--- config.mk ---
export PLATFORM = sky130hd
export DESIGN_NAME = fermat_factorizer_core_flat
export DESIGN_NICKNAME = d
export VERILOG_FILES = /design/src/hw/rtl/fermat_pkg.sv /design/src/hw/rtl/fermat_in_if.sv /design/src/hw/rtl/fermat_out_if.sv /design/src/hw/rtl/fermat_isqrt.sv /design/src/hw/rtl/fermat_factorizer_core.sv /design/src/flat_wrapper.sv
export SDC_FILE = /design/constraint.sdc
export NUM_CORES = 1
export LEC_CHECK = 0
export CAP_MARGIN = 20
export CORE_MARGIN = 1
export CORE_UTILIZATION = 45
export DETAILED_ROUTE_END_ITERATION = 10
export DONT_BUFFER_PORTS = 1
export HOLD_SLACK_MARGIN = 0.06
export SLEW_MARGIN = 20
export SYNTH_ARGS = -nofsm -noshare
export SYNTH_HDL_FRONTEND = slang
export SYNTH_HIERARCHICAL = 1
export SYNTH_SLANG_ARGS = --single-unit
--- constraint.sdc ---
create_clock -name clk -period 6.6 [get_ports clk]
set_input_delay 1.32 -clock clk [delete_from_list [all_inputs] [get_ports clk]]
set_output_delay 1.32 -clock clk [all_outputs]
set_load 0.05 [all_outputs]
--- src/hw/rtl/fermat_pkg.sv ---
package fermat_pkg;

	// sequencer states of the factor search
	typedef enum logic [1:0] {
		ST_IDLE,
		ST_ROOT_N,
		ST_ROOT_GAP,
		ST_DONE
	} state_t;

endpackage

--- src/hw/rtl/fermat_in_if.sv ---
interface fermat_in_if #(
	parameter int DATA_WIDTH = 32
);
	logic                         valid;
	logic                         ready;
	logic signed [DATA_WIDTH-1:0] number;

	modport source (output valid, output number, input ready);
	modport sink (input valid, input number, output ready);
endinterface

--- src/hw/rtl/fermat_out_if.sv ---
interface fermat_out_if #(
	parameter int DATA_WIDTH = 32
);
	logic                  valid;
	logic                  ready;
	logic [DATA_WIDTH-2:0] factor_high;
	logic [DATA_WIDTH-2:0] factor_low;

	modport source (output valid, output factor_high, output factor_low, input ready);
	modport sink (input valid, input factor_high, input factor_low, output ready);
endinterface

--- src/hw/rtl/fermat_isqrt.sv ---
module fermat_isqrt #(
	parameter int WIDTH = 32,
	localparam int PAIRS = (WIDTH + 1) / 2
) (
	input  logic             clk,
	input  logic             arst_n,
	input  logic             start,
	input  logic [WIDTH-1:0] value,
	output logic             done,
	output logic [PAIRS-1:0] root,
	output logic [PAIRS+1:0] rem
);

	localparam int CW = $clog2(PAIRS + 1);

	logic [2*PAIRS-1:0] val_q;
	logic [PAIRS-1:0]   root_q;
	logic [PAIRS+1:0]   rem_q;
	logic [CW-1:0]      cnt_q;
	logic               done_q;

	logic [PAIRS+1:0]   rem_sh;
	logic [PAIRS+1:0]   trial;
	logic               ge;

	// one root digit per cycle: bring down two bits, try 4*root+1
	assign rem_sh = {rem_q[PAIRS-1:0], val_q[2*PAIRS-1 -: 2]};
	assign trial  = {root_q, 2'b01};
	assign ge     = (rem_sh >= trial);

	// digit counter and finish pulse
	always_ff @(posedge clk or negedge arst_n) begin
		if (!arst_n) begin
			cnt_q  <= '0;
			done_q <= 1'b0;
		end else begin
			done_q <= 1'b0;
			if (start) begin
				cnt_q <= CW'(PAIRS);
			end else if (cnt_q != '0) begin
				cnt_q  <= cnt_q - CW'(1);
				done_q <= (cnt_q == CW'(1));
			end
		end
	end

	// operand shifter, partial root and remainder
	always_ff @(posedge clk) begin
		if (start) begin
			val_q  <= (2*PAIRS)'(value);
			root_q <= '0;
			rem_q  <= '0;
		end else if (cnt_q != '0) begin
			val_q  <= {val_q[2*PAIRS-3:0], 2'b00};
			rem_q  <= ge ? (rem_sh - trial) : rem_sh;
			root_q <= {root_q[PAIRS-2:0], ge};
		end
	end

	assign done = done_q;
	assign root = root_q;
	assign rem  = rem_q;

endmodule

--- src/hw/rtl/fermat_factorizer_core.sv ---
// Fermat factorizer: takes one signed DATA_WIDTH-bit number per item and returns
// two factors. Zero and negative numbers give 0 and 0, even numbers give 2 and n/2.
// Odd numbers run Fermat's search: x starts at the ceiling square root of n and
// steps up until x*x-n is a perfect square y*y, giving x+y and x-y; if x*x-n passes
// the largest positive value the result is n and 1. Every square root goes through
// one shared digit-by-digit unit. The gap x*x-n is kept up to date by adding 2x+1
// at each step, with no multiplier. One item is in work at a time; a new item is
// taken while the last result still waits in the output register.
module fermat_factorizer_core #(
	parameter int DATA_WIDTH = 32
) (
	input logic             clk,
	input logic             arst_n,
	fermat_in_if.sink       operand,
	fermat_out_if.source    result
);

	import fermat_pkg::*;

	localparam int PAIRS = (DATA_WIDTH + 1) / 2;
	localparam int XW    = PAIRS + 1;
	localparam int OW    = DATA_WIDTH - 1;

	state_t                state_q;
	state_t                state_d;

	logic [DATA_WIDTH-1:0] n_q;
	logic [XW-1:0]         x_q;
	logic [DATA_WIDTH-1:0] gap_q;
	logic [OW-1:0]         hi_q;
	logic [OW-1:0]         lo_q;
	logic [OW-1:0]         fh_q;
	logic [OW-1:0]         fl_q;
	logic                  out_valid_q;

	logic                  sq_start;
	logic [DATA_WIDTH-1:0] sq_value;
	logic                  sq_done;
	logic [PAIRS-1:0]      sq_root;
	logic [PAIRS+1:0]      sq_rem;

	logic [DATA_WIDTH-1:0] raw;
	logic                  in_acc;
	logic                  non_pos;
	logic                  out_free;
	logic                  rem_zero;
	logic [DATA_WIDTH-1:0] root_ext;
	logic [XW-1:0]         x_init;
	logic [DATA_WIDTH-1:0] gap_init;
	logic [DATA_WIDTH-1:0] gap_step;
	logic                  gap_ovf;
	logic [DATA_WIDTH-1:0] sum;
	logic [DATA_WIDTH-1:0] diff;

	// shared square-root unit
	fermat_isqrt #(
		.WIDTH (DATA_WIDTH)
	) u_isqrt (
		.clk    (clk),
		.arst_n (arst_n),
		.start  (sq_start),
		.value  (sq_value),
		.done   (sq_done),
		.root   (sq_root),
		.rem    (sq_rem)
	);

	// item decode
	assign raw     = operand.number;
	assign in_acc  = operand.valid && operand.ready;
	assign non_pos = (raw == '0) || raw[DATA_WIDTH-1];
	assign out_free = !out_valid_q || result.ready;

	// start point: x = ceil(sqrt(n)), gap = x*x - n = 2s+1-r when r is nonzero
	assign rem_zero = (sq_rem == '0);
	assign root_ext = DATA_WIDTH'(sq_root);
	assign x_init   = rem_zero ? XW'(sq_root) : (XW'(sq_root) + XW'(1));
	assign gap_init = rem_zero ? '0 : ({root_ext[DATA_WIDTH-2:0], 1'b1} - DATA_WIDTH'(sq_rem));

	// next x: gap grows by 2x+1
	assign gap_step = gap_q + DATA_WIDTH'({x_q, 1'b1});
	assign gap_ovf  = gap_step[DATA_WIDTH-1];

	// factors from x and y
	assign sum  = DATA_WIDTH'(x_q) + root_ext;
	assign diff = DATA_WIDTH'(x_q) - root_ext;

	// next state
	always_comb begin
		state_d = state_q;
		unique case (state_q)
			ST_IDLE: begin
				if (in_acc) begin
					state_d = (!non_pos && raw[0]) ? ST_ROOT_N : ST_DONE;
				end
			end
			ST_ROOT_N: begin
				if (sq_done) begin
					state_d = ST_ROOT_GAP;
				end
			end
			ST_ROOT_GAP: begin
				if (sq_done && (rem_zero || gap_ovf)) begin
					state_d = ST_DONE;
				end
			end
			ST_DONE: begin
				if (out_free) begin
					state_d = ST_IDLE;
				end
			end
			default: state_d = ST_IDLE;
		endcase
	end

	// sequencer outputs
	always_comb begin
		operand.ready = 1'b0;
		sq_start      = 1'b0;
		sq_value      = gap_step;
		unique case (state_q)
			ST_IDLE: begin
				operand.ready = 1'b1;
				sq_start      = in_acc && !non_pos && raw[0];
				sq_value      = raw;
			end
			ST_ROOT_N: begin
				sq_start = sq_done;
				sq_value = gap_init;
			end
			ST_ROOT_GAP: begin
				sq_start = sq_done && !rem_zero && !gap_ovf;
				sq_value = gap_step;
			end
			ST_DONE: begin
				sq_start = 1'b0;
			end
			default: sq_start = 1'b0;
		endcase
	end

	// control registers
	always_ff @(posedge clk or negedge arst_n) begin
		if (!arst_n) begin
			state_q     <= ST_IDLE;
			out_valid_q <= 1'b0;
		end else begin
			state_q <= state_d;
			if (state_q == ST_DONE && out_free) begin
				out_valid_q <= 1'b1;
			end else if (result.ready) begin
				out_valid_q <= 1'b0;
			end
		end
	end

	// search datapath and result registers
	always_ff @(posedge clk) begin
		unique case (state_q)
			ST_IDLE: begin
				if (in_acc) begin
					n_q <= raw;
					if (non_pos) begin
						hi_q <= '0;
						lo_q <= '0;
					end else begin
						hi_q <= OW'(2);
						lo_q <= raw[DATA_WIDTH-1:1];
					end
				end
			end
			ST_ROOT_N: begin
				if (sq_done) begin
					x_q   <= x_init;
					gap_q <= gap_init;
				end
			end
			ST_ROOT_GAP: begin
				if (sq_done) begin
					if (rem_zero) begin
						hi_q <= sum[OW-1:0];
						lo_q <= diff[OW-1:0];
					end else if (gap_ovf) begin
						hi_q <= n_q[OW-1:0];
						lo_q <= OW'(1);
					end else begin
						x_q   <= x_q + XW'(1);
						gap_q <= gap_step;
					end
				end
			end
			ST_DONE: begin
				if (out_free) begin
					fh_q <= hi_q;
					fl_q <= lo_q;
				end
			end
			default: begin
			end
		endcase
	end

	assign result.valid       = out_valid_q;
	assign result.factor_high = fh_q;
	assign result.factor_low  = fl_q;

	// root unit only reports while the sequencer waits for it
	a_done_in_search: assert property (@(posedge clk) disable iff (!arst_n)
		sq_done |-> (state_q == ST_ROOT_N || state_q == ST_ROOT_GAP))
		else $error("square root finished outside the search");

	// gap stays non-negative and x nonzero while the search runs
	a_gap_range: assert property (@(posedge clk) disable iff (!arst_n)
		(state_q == ST_ROOT_GAP) |-> (!gap_q[DATA_WIDTH-1] && x_q != '0))
		else $error("search gap or x out of range");

	// a finished item reaches the output register and frees the block
	a_handoff: assert property (@(posedge clk) disable iff (!arst_n)
		(state_q == ST_DONE && out_free) |=> (state_q == ST_IDLE && out_valid_q))
		else $error("result not handed to output register");

	// outside idle, a new root starts only when the unit reports done
	a_start_gated: assert property (@(posedge clk) disable iff (!arst_n)
		(sq_start && state_q != ST_IDLE) |-> sq_done)
		else $error("square root restarted mid-run");

endmodule

--- src/flat_wrapper.sv ---
// flat-port wrapper written by rule: the top's interface ports become plain ports
module fermat_factorizer_core_flat import fermat_pkg::*;
#(
	parameter int DATA_WIDTH = 32
)
  (clk, arst_n, operand_valid, operand_number, operand_ready, result_valid, result_factor_high, result_factor_low, result_ready);
  fermat_in_if #(.DATA_WIDTH(DATA_WIDTH)) operand_i ();
  fermat_out_if #(.DATA_WIDTH(DATA_WIDTH)) result_i ();
  input logic clk;
  input logic arst_n;
  input wire logic [$bits(operand_i.valid)-1:0] operand_valid;
  input wire logic [$bits(operand_i.number)-1:0] operand_number;
  output wire logic [$bits(operand_i.ready)-1:0] operand_ready;
  output wire logic [$bits(result_i.valid)-1:0] result_valid;
  output wire logic [$bits(result_i.factor_high)-1:0] result_factor_high;
  output wire logic [$bits(result_i.factor_low)-1:0] result_factor_low;
  input wire logic [$bits(result_i.ready)-1:0] result_ready;
  assign operand_i.valid = operand_valid;
  assign operand_i.number = operand_number;
  assign operand_ready = operand_i.ready;
  assign result_valid = result_i.valid;
  assign result_factor_high = result_i.factor_high;
  assign result_factor_low = result_i.factor_low;
  assign result_i.ready = result_ready;
  fermat_factorizer_core #(.DATA_WIDTH(DATA_WIDTH)) u_core (.clk(clk), .arst_n(arst_n), .operand(operand_i), .result(result_i));
endmodule
==> results of run 1 <==
-- flip-flops by register name, indices dropped and copies added (netlist names) --
register,count
u_core/lo_q,31
u_core/hi_q,31
u_core/n_q,31
u_core/u_isqrt/cnt_q,5
u_core/state_q,2
u_core/u_isqrt/root,16
u_core/result.valid,1
u_core/result.factor_low,31
u_core/result.factor_high,31
u_core/u_isqrt/done,1
u_core/u_isqrt/val_q,32
u_core/gap_q,32
u_core/x_q,17
u_core/u_isqrt/rem,18
-- per-stage QoR --
| stage | total power, mW | utilization | setup WS [ns] |
|---|---|---|---|
| final | 9.86 | 0.503 | 2.15 |
| after global routing | 10.6 | 0.503 | 1.80 |
| after CTS | 9.90 | 0.503 | 2.13 |
| after detailed placement | 8.13 | 0.474 | 2.15 |
| after global placement | 8.04 | 0.474 | 2.20 |
| after floorplan | 7.07 | - | 1.40 |
-- area by class of cell --
class / instances / area (µm²) / area share
well taps: 455 / 569 / 0.0325
multi-input cells: 1071 / 7450 / 0.425
repair buffers: 17 / 128 / 0.00729
flip-flops and latches: 279 / 7990 / 0.457
inverters: 91 / 342 / 0.0195
clock buffers: 32 / 737 / 0.0421
clock inverters: 21 / 287 / 0.0164
-- worst reg2reg max path, delay by kind of cell (launching register included) --
kind	cells	cell delay, ns
AO/OA/AOI/OAI	7	1.68
AND/OR/NAND/NOR	4	1.34
flip-flops	1	0.49
adder cells (fa/ha/maj)	1	0.43
buffers and inverters	1	0.42
-- cell families (layout without fill, tap and decap cells) --
| kind of cell | after synthesis | in the layout |
|---|---|---|
| xor+xnor | 107 | 107 |
| compound gates | 378 | 378 |
| flops | 279 | 279 |
| fa+ha+maj | 96 | 96 |
| mux | 44 | 44 |
| buf+inv | 158 | 161 |
| simple gates | 446 | 446 |
-- power by group through the flow --
stage	Sequential [mW]	Combinational [mW]	Clock, mW
after global placement	3.63	4.41	0
after floorplan	3.49	3.58	0
after detailed placement	3.65	4.47	0
after CTS	3.62	4.50	1.78
final	3.61	4.50	1.75
after global routing	3.69	5.02	1.84
-- how the worst max path moves through the flow --
stage / startpoint / endpoint / slack, ns / cells past startpoint
floorplan: u_core/x_q[3]$_DFFE_PP_ / u_core/hi_q[0]$_SDFFCE_PN0P_ / 1.40 / 8
finish: u_core/x_q[3]$_DFFE_PP_ / u_core/u_isqrt/rem[10]$_SDFFE_PP0P_ / 2.15 / 13
CTS: u_core/x_q[3]$_DFFE_PP_ / u_core/u_isqrt/rem[10]$_SDFFE_PP0P_ / 2.13 / 13
detailed placement: u_core/x_q[3]$_DFFE_PP_ / u_core/u_isqrt/rem[10]$_SDFFE_PP0P_ / 2.15 / 13
global route: u_core/x_q[0]$_DFFE_PP_ / u_core/u_isqrt/rem[15]$_SDFFE_PP0P_ / 1.80 / 13
global placement: u_core/x_q[3]$_DFFE_PP_ / u_core/u_isqrt/rem[10]$_SDFFE_PP0P_ / 2.20 / 13
-- layer usage --
metal | vias up | track usage | part of all wire
met5 | - | 0 | 0
met4 | 0 | 0.0972 | 0.043
met3 | 83 | 0.0243 | 0.051
met2 | 339 | 0.341 | 0.45
met1 | 5383 | 0.304 | 0.46
li1 | 5513 | - | -
-- placed cells by master (no fill, tap or decap), types with 17 or more instances in the layout --
master | synthesis | layout
edfxtp_1 | 236 | 236
nand2_1 | 140 | 139
nor2_1 | 106 | 105
inv_1 | 91 | 91
ha_1 | 92 | 90
a21oi_1 | 85 | 85
xnor2_1 | 81 | 81
o21ai_0 | 64 | 64
dfxtp_1 | 34 | 34
nand3_1 | 32 | 32
nor3_1 | 33 | 32
mux2_2 | 31 | 31
clkbuf_16 | 0 | 29
a21o_1 | 28 | 28
and3_1 | 28 | 28
a211oi_1 | 28 | 28
xor2_1 | 26 | 26
o31ai_1 | 24 | 24
o21ai_1 | 19 | 19
nor2b_1 | 17 | 17
o211ai_1 | 17 | 17
buf_4 | 0 | 17
==> reports/qor.yml, run 1 <==
timing:
  finalCriticalPeriod_ns: 4.45
  fmax_mhz: 225
  max_slew_margin: 0.271
  worst_pin_slew_ns: 1.09
  whs_ns: 0.416
  report.final.slew_viol_count: 0
  finalCritPeriodShare: 0.674
  rsz0062_at_grt: "no"
  setup_violations: 0
  fin_tns_setup_ns: 0
  hold_violations: 0
  clock_skew_ns: 0.0214
power:
  power.internal_mw: 5.61
  pwr-share-clk: 0.177
  power_frac_seq: 0.367
  comb_power_share: 0.456
  power.density_nw_per_um2: 563
  switching_share: 0.431
  power_switching_mw: 4.24
  p_leak_nw: 6.52
  peakVddDrop_v: 0.000351
route:
  wl_mm: 39.5
  ant_nets: 0
  dr.pass1.iters: 5
  dr.first_iter.drc_count: 830
  viasPerCell: 5.76
  vias: 11300
  drc_errors: 0
  post_drt_wl_per_cell_um: 20.1
synthesis:
  synth.area.mux_share: 0.0299
  yosysSeqAreaShare: 0.499
  synth_warnings: 6
  synth_xor_area_frac: 0.0585
  post_synth_instance_area_um2: 16000
  syn_nets: 1640
  yosys.area_share.adder: 0.0769
  synth_compound_area_frac: 0.162
  synthSimpleGateAreaFrac: 0.135
  yosysUniqueCellTypes: 81
  ys_top_cells_by_count: "236 x edfxtp_1, 140 x nand2_1, 106 x nor2_1, 92 x ha_1, 91 x inv_1"
  yosysTopAreaCell: "edfxtp_1"
  avgSynthCellArea_um2: 10.6
  async_flop_share: 0.0323
  synth_top_area_share: 0.442
  synthFlopType: "edfxtp_1"
  synth_edf_count: 236
  ys_ff_latch: 279
  yosys-top-cells-area: "edfxtp_1 44%, ha_1 7.2%, xnor2_1 4.4%"
  yosysMostFrequentCell: "edfxtp_1"
  netlist_instances: 1508
  synth_top_family_by_area: "compound AO/OA/AOI/OAI gates"
critical_path:
  reg2regPathDepth: 13
  cp_num_buf_inv: 1
  path_class: "flip-flop to flip-flop"
  crit_path_end_kind: "flip-flop"
  worstPathRequired_ns: 7.07
  worstPathArrival_ns: 4.92
  start_kind: "flip-flop"
  slowest_delay_ns: 0.67
  crit_path_max_fanout: 41
  rrSetupSlack_ns: 2.15
  critical_path.top_delay_family: "compound AO/OA/AOI/OAI gates"
  cp_cell_sequence: "ha_1 > a2111oi_4 > o21ai_2 > a211o_1 > a211o_2 > nand4_1 > nor4b_4 > o21ai_1 > nand2_2 > buf_4 > nand3b_1 > o32ai_1 > a31o_2"
  r2r_end: "u_core/u_isqrt/rem[10]$_SDFFE_PP0P_"
  reg2reg_from: "u_core/x_q[3]$_DFFE_PP_"
  crit_slowest_cell: "nand2_2"
floorplan:
  rows: 68
  dieHeight_um: 191
  core_um2: 34800
  die-area_um2: 36400
  pin_count: 100
  start_util: 0.460
  die_width_um: 191
clock_network:
  clockBufferDepth: 3
  htree_levels: 1
  cts_buffers: 29
  clkLatencyLatePin_ns: 0.58
  post_cts_resized: 0
  clk_pin_slew_ns: 0.06
  cts_setup_buffers: 0
  cts_sinks: 279
  root_buffer: "clkbuf_16"
  cts_tree: "yes"
  hold_buffers: 0
cells_and_area:
  fin_nets: 1621
  syn_to_final_growth_pct: 9.25
  final_area_um2: 17500
  final_cells: 1966
  diodes: 0
  layout-drive-gt1-share: 0.0794
  fill_cells: 3094
worst_hold_path:
  hold_depth: 0
  hold_end: "u_core/result.factor_high[28]$_DFFE_PP_"
  hold_start: "u_core/hi_q[28]$_SDFFCE_PP0P_"
  hold_class: "flip-flop to flip-flop"
grt:
  grt_use_total: 0.218
  grt_overflow: 0
  grt_max_degree: 63
  first_global_vias: 10800
  grt_pass1_wl_mm: 61.9
  antenna_found_initial: 0
placement:
  place_area_um2: 16500
  gp_congestion: 0.928
  portBuffers: 0
  dp_hpwl_mm: 28.7
  place_inst: 1913
outcome:
  status: "complete, no violations"
job:
  maxCapViolCount: 0
Note: power is estimated with default switching activity, not from simulation.
==> inputs of run 2 (changes only) <==
==> constraint.sdc (replaced) <==
create_clock -name clk -period 4.4 [get_ports clk]
set_input_delay 0.88 -clock clk [delete_from_list [all_inputs] [get_ports clk]]
set_output_delay 0.88 -clock clk [all_outputs]
set_load 0.05 [all_outputs]
==> reports/qor.yml, run 2 (synthesis results as in run 1) <==
outcome:
  status: "complete, no violations"
floorplan:
  start_util: 0.460  # unchanged
  die_width_um: 191  # unchanged
  pin_count: 100  # unchanged
  dieHeight_um: 191  # unchanged
  die-area_um2: 36400  # unchanged
  rows: 68  # unchanged
  core_um2: 34800  # unchanged
timing:
  rsz0062_at_grt: "no"
  hold_violations: 0  # unchanged
  fmax_mhz: 250  # +11%
  clock_skew_ns: 0.0126  # -0.00883 ns
  setup_violations: 0  # unchanged
  finalCriticalPeriod_ns: 4.00  # -0.450 ns
  finalCritPeriodShare: 0.909  # +0.235
  report.final.slew_viol_count: 0  # unchanged
  fin_tns_setup_ns: 0  # unchanged
  worst_pin_slew_ns: 1.08  # -0.00961 ns
  max_slew_margin: 0.275  # +0.00374
cells_and_area:
  fin_util: 0.507  # +0.00378
  fin_nets: 1632  # +0.68%
  syn_to_final_growth_pct: 10.1
  largestRegisters: "u_core/gap_q x32, u_core/u_isqrt/val_q x32"
  layout_common_cells: "236 x edfxtp_1, 139 x nand2_1, 105 x nor2_1, 91 x inv_1, 90 x ha_1"
  layout-drive-gt1-share: 0.0892  # +0.00982
  final_common_cell: "edfxtp_1"
critical_path:
  cp_cell_sequence: "ha_1 > a2111oi_4 > o21ai_2 > a211o_1 > a211o_2 > nand4_1 > nor4b_4 > o21ai_1 > nand2_2 > buf_4 > nand3b_1 > o32ai_1 > a31o_2"
  worstPathRequired_ns: 4.86  # -2.21 ns
  rrSetupSlack_ns: 0.40  # -1.75 ns
  crit_end: "u_core/u_isqrt/rem[10]$_SDFFE_PP0P_"
  reg2regPathDepth: 13  # unchanged
  crit_path_max_fanout: 25  # -39%
  crit_path_end_kind: "flip-flop"
  crit_slowest_cell: "edfxtp_1"
  cp-startpoint: "u_core/x_q[3]$_DFFE_PP_"
  slowest_delay_ns: 0.48  # -0.19 ns
  reg2reg_from: "u_core/x_q[3]$_DFFE_PP_"
  r2r_end: "u_core/u_isqrt/rem[10]$_SDFFE_PP0P_"
  worstPathArrival_ns: 4.46  # -0.46 ns
  start_kind: "flip-flop"
  path_class: "flip-flop to flip-flop"
clock_network:
  cts_tree: "yes"
  cts_buffers: 30  # +3.4%
  hold_buffers: 1  # +1
  clkLatencyLatePin_ns: 0.57  # about the same
  cts_setup_buffers: 0  # unchanged
  post_cts_resized: 0  # unchanged
  root_buffer: "clkbuf_16"
  clk_pin_slew_ns: 0.07  # about the same
  htree_levels: 1  # unchanged
  cts_sinks: 279  # unchanged
  clockBufferDepth: 3  # unchanged
grt:
  grt_pass1_wl_mm: 61.3  # -0.95%
  first_global_vias: 10900  # +0.66%
  grt_use_total: 0.215  # -0.00354
  grt_max_degree: 63  # unchanged
  antenna_found_initial: 1  # +1
  grt_overflow: 0  # unchanged
power:
  comb_power_share: 0.463  # +0.007
  power.density_nw_per_um2: 839  # +49%
  pwr-share-clk: 0.172  # -0.005
  p_leak_nw: 6.59  # +1.1%
  peakVddDrop_v: 0.000984  # +180%
  switching_share: 0.435  # +0.00466
  power.internal_mw: 8.36  # +49%
  power_frac_seq: 0.365  # -0.002
  power_switching_mw: 6.44  # +52%
route:
  post_drt_wl_per_cell_um: 19.7  # -2.0%
  wl_mm: 39.0  # -1.3%
  dr.first_iter.drc_count: 751  # -9.5%
  dr.pass1.iters: 5  # unchanged
  drc_errors: 0  # unchanged
  vias: 11500  # +1.2%
  viasPerCell: 5.79  # +0.53%
  ant_nets: 0  # unchanged
worst_hold_path:
  hold_class: "input pin to flip-flop"
placement:
  dp_hpwl_mm: 28.7  # -0.24%
  portBuffers: 0  # unchanged
  gp_congestion: 0.918  # -1.0%
job:
  maxCapViolCount: 0  # unchanged
## run 2: cell count changes in the layout (fill, tap and decap cells not counted), moves of 2 or more
cell | previous run | this run
buf_12 | 0 | 5
buf_4 | 17 | 20
bufinv_16 | 6 | 3
clkinv_1 | 6 | 3
clkinv_2 | 0 | 3
clkinv_4 | 1 | 4
clkinv_8 | 0 | 2
## run 2: layout make-up
cell class / instances / area [µm²]
antenna: 1 / 2.50
clock buffer: 32 / 758
clock inverter: 24 / 253
fill: 3040 / 17200
inverter: 91 / 342
multi-input combinational: 1071 / 7440
sequential: 279 / 7990
tap: 455 / 569
timing repair buffer: 27 / 274
## run 2: metrics by stage
stage	hold WS [ns]	cell area [µm²]	std cells	power, mW	worst slack [ns]
after floorplan	0.400	16000	1508	10.6	0.137
after global placement	0.400	16600	1921	12.1	0.472
after detailed placement	0.405	16600	1921	12.2	0.428
after CTS	0.385	17600	1978	14.8	0.405
after global routing	0.385	17600	1979	15.9	0.133
final	0.406	17600	1980	14.8	0.402
## run 2: how the worst min path moves through the flow
stage	startpoint	cells past startpoint	endpoint	slack [ns]
2_1_floorplan	u_core/hi_q[0]$_SDFFCE_PN0P_	0	u_core/result.factor_high[0]$_DFFE_PP_	0.40
3_3_place_gp	u_core/hi_q[7]$_SDFFCE_PN0P_	0	u_core/result.factor_high[7]$_DFFE_PP_	0.40
3_5_place_dp	u_core/hi_q[12]$_SDFFCE_PN0P_	0	u_core/result.factor_high[12]$_DFFE_PP_	0.40
4_1_cts	operand_number[5]	0	u_core/n_q[5]$_DFFE_PP_	0.38
5_1_grt	operand_number[5]	0	u_core/n_q[5]$_DFFE_PP_	0.38
6_report	operand_number[5]	0	u_core/n_q[5]$_DFFE_PP_	0.41
## run 2: power by group through the flow
stage                     logic, mW  clock network [mW]  registers, mW
after global routing           7.64                2.70           5.51
final                          6.86                2.55           5.39
after floorplan                5.38                   0           5.22
after detailed placement       6.79                   0           5.45
after CTS                      6.82                2.60           5.40
after global placement         6.67                   0           5.43
## run 2: routing by layer
layer / vias up / track usage / routed length, µm
li1: 5549 / - / -
met1: 5486 / 0.302 / 17900
met2: 357 / 0.344 / 17700
met3: 67 / 0.0239 / 2270
met4: 0 / 0.0692 / 1130
met5: - / 0 / 0
## run 2: critical path, delay by kind of cell (launching register included)
kind	cells	cell delay, ns
AOI/OAI and AO/OA	7	1.66
adders and majority gates	1	0.44
buffers and inverters	1	0.34
DFF	1	0.48
and+or+nand+nor	4	0.96
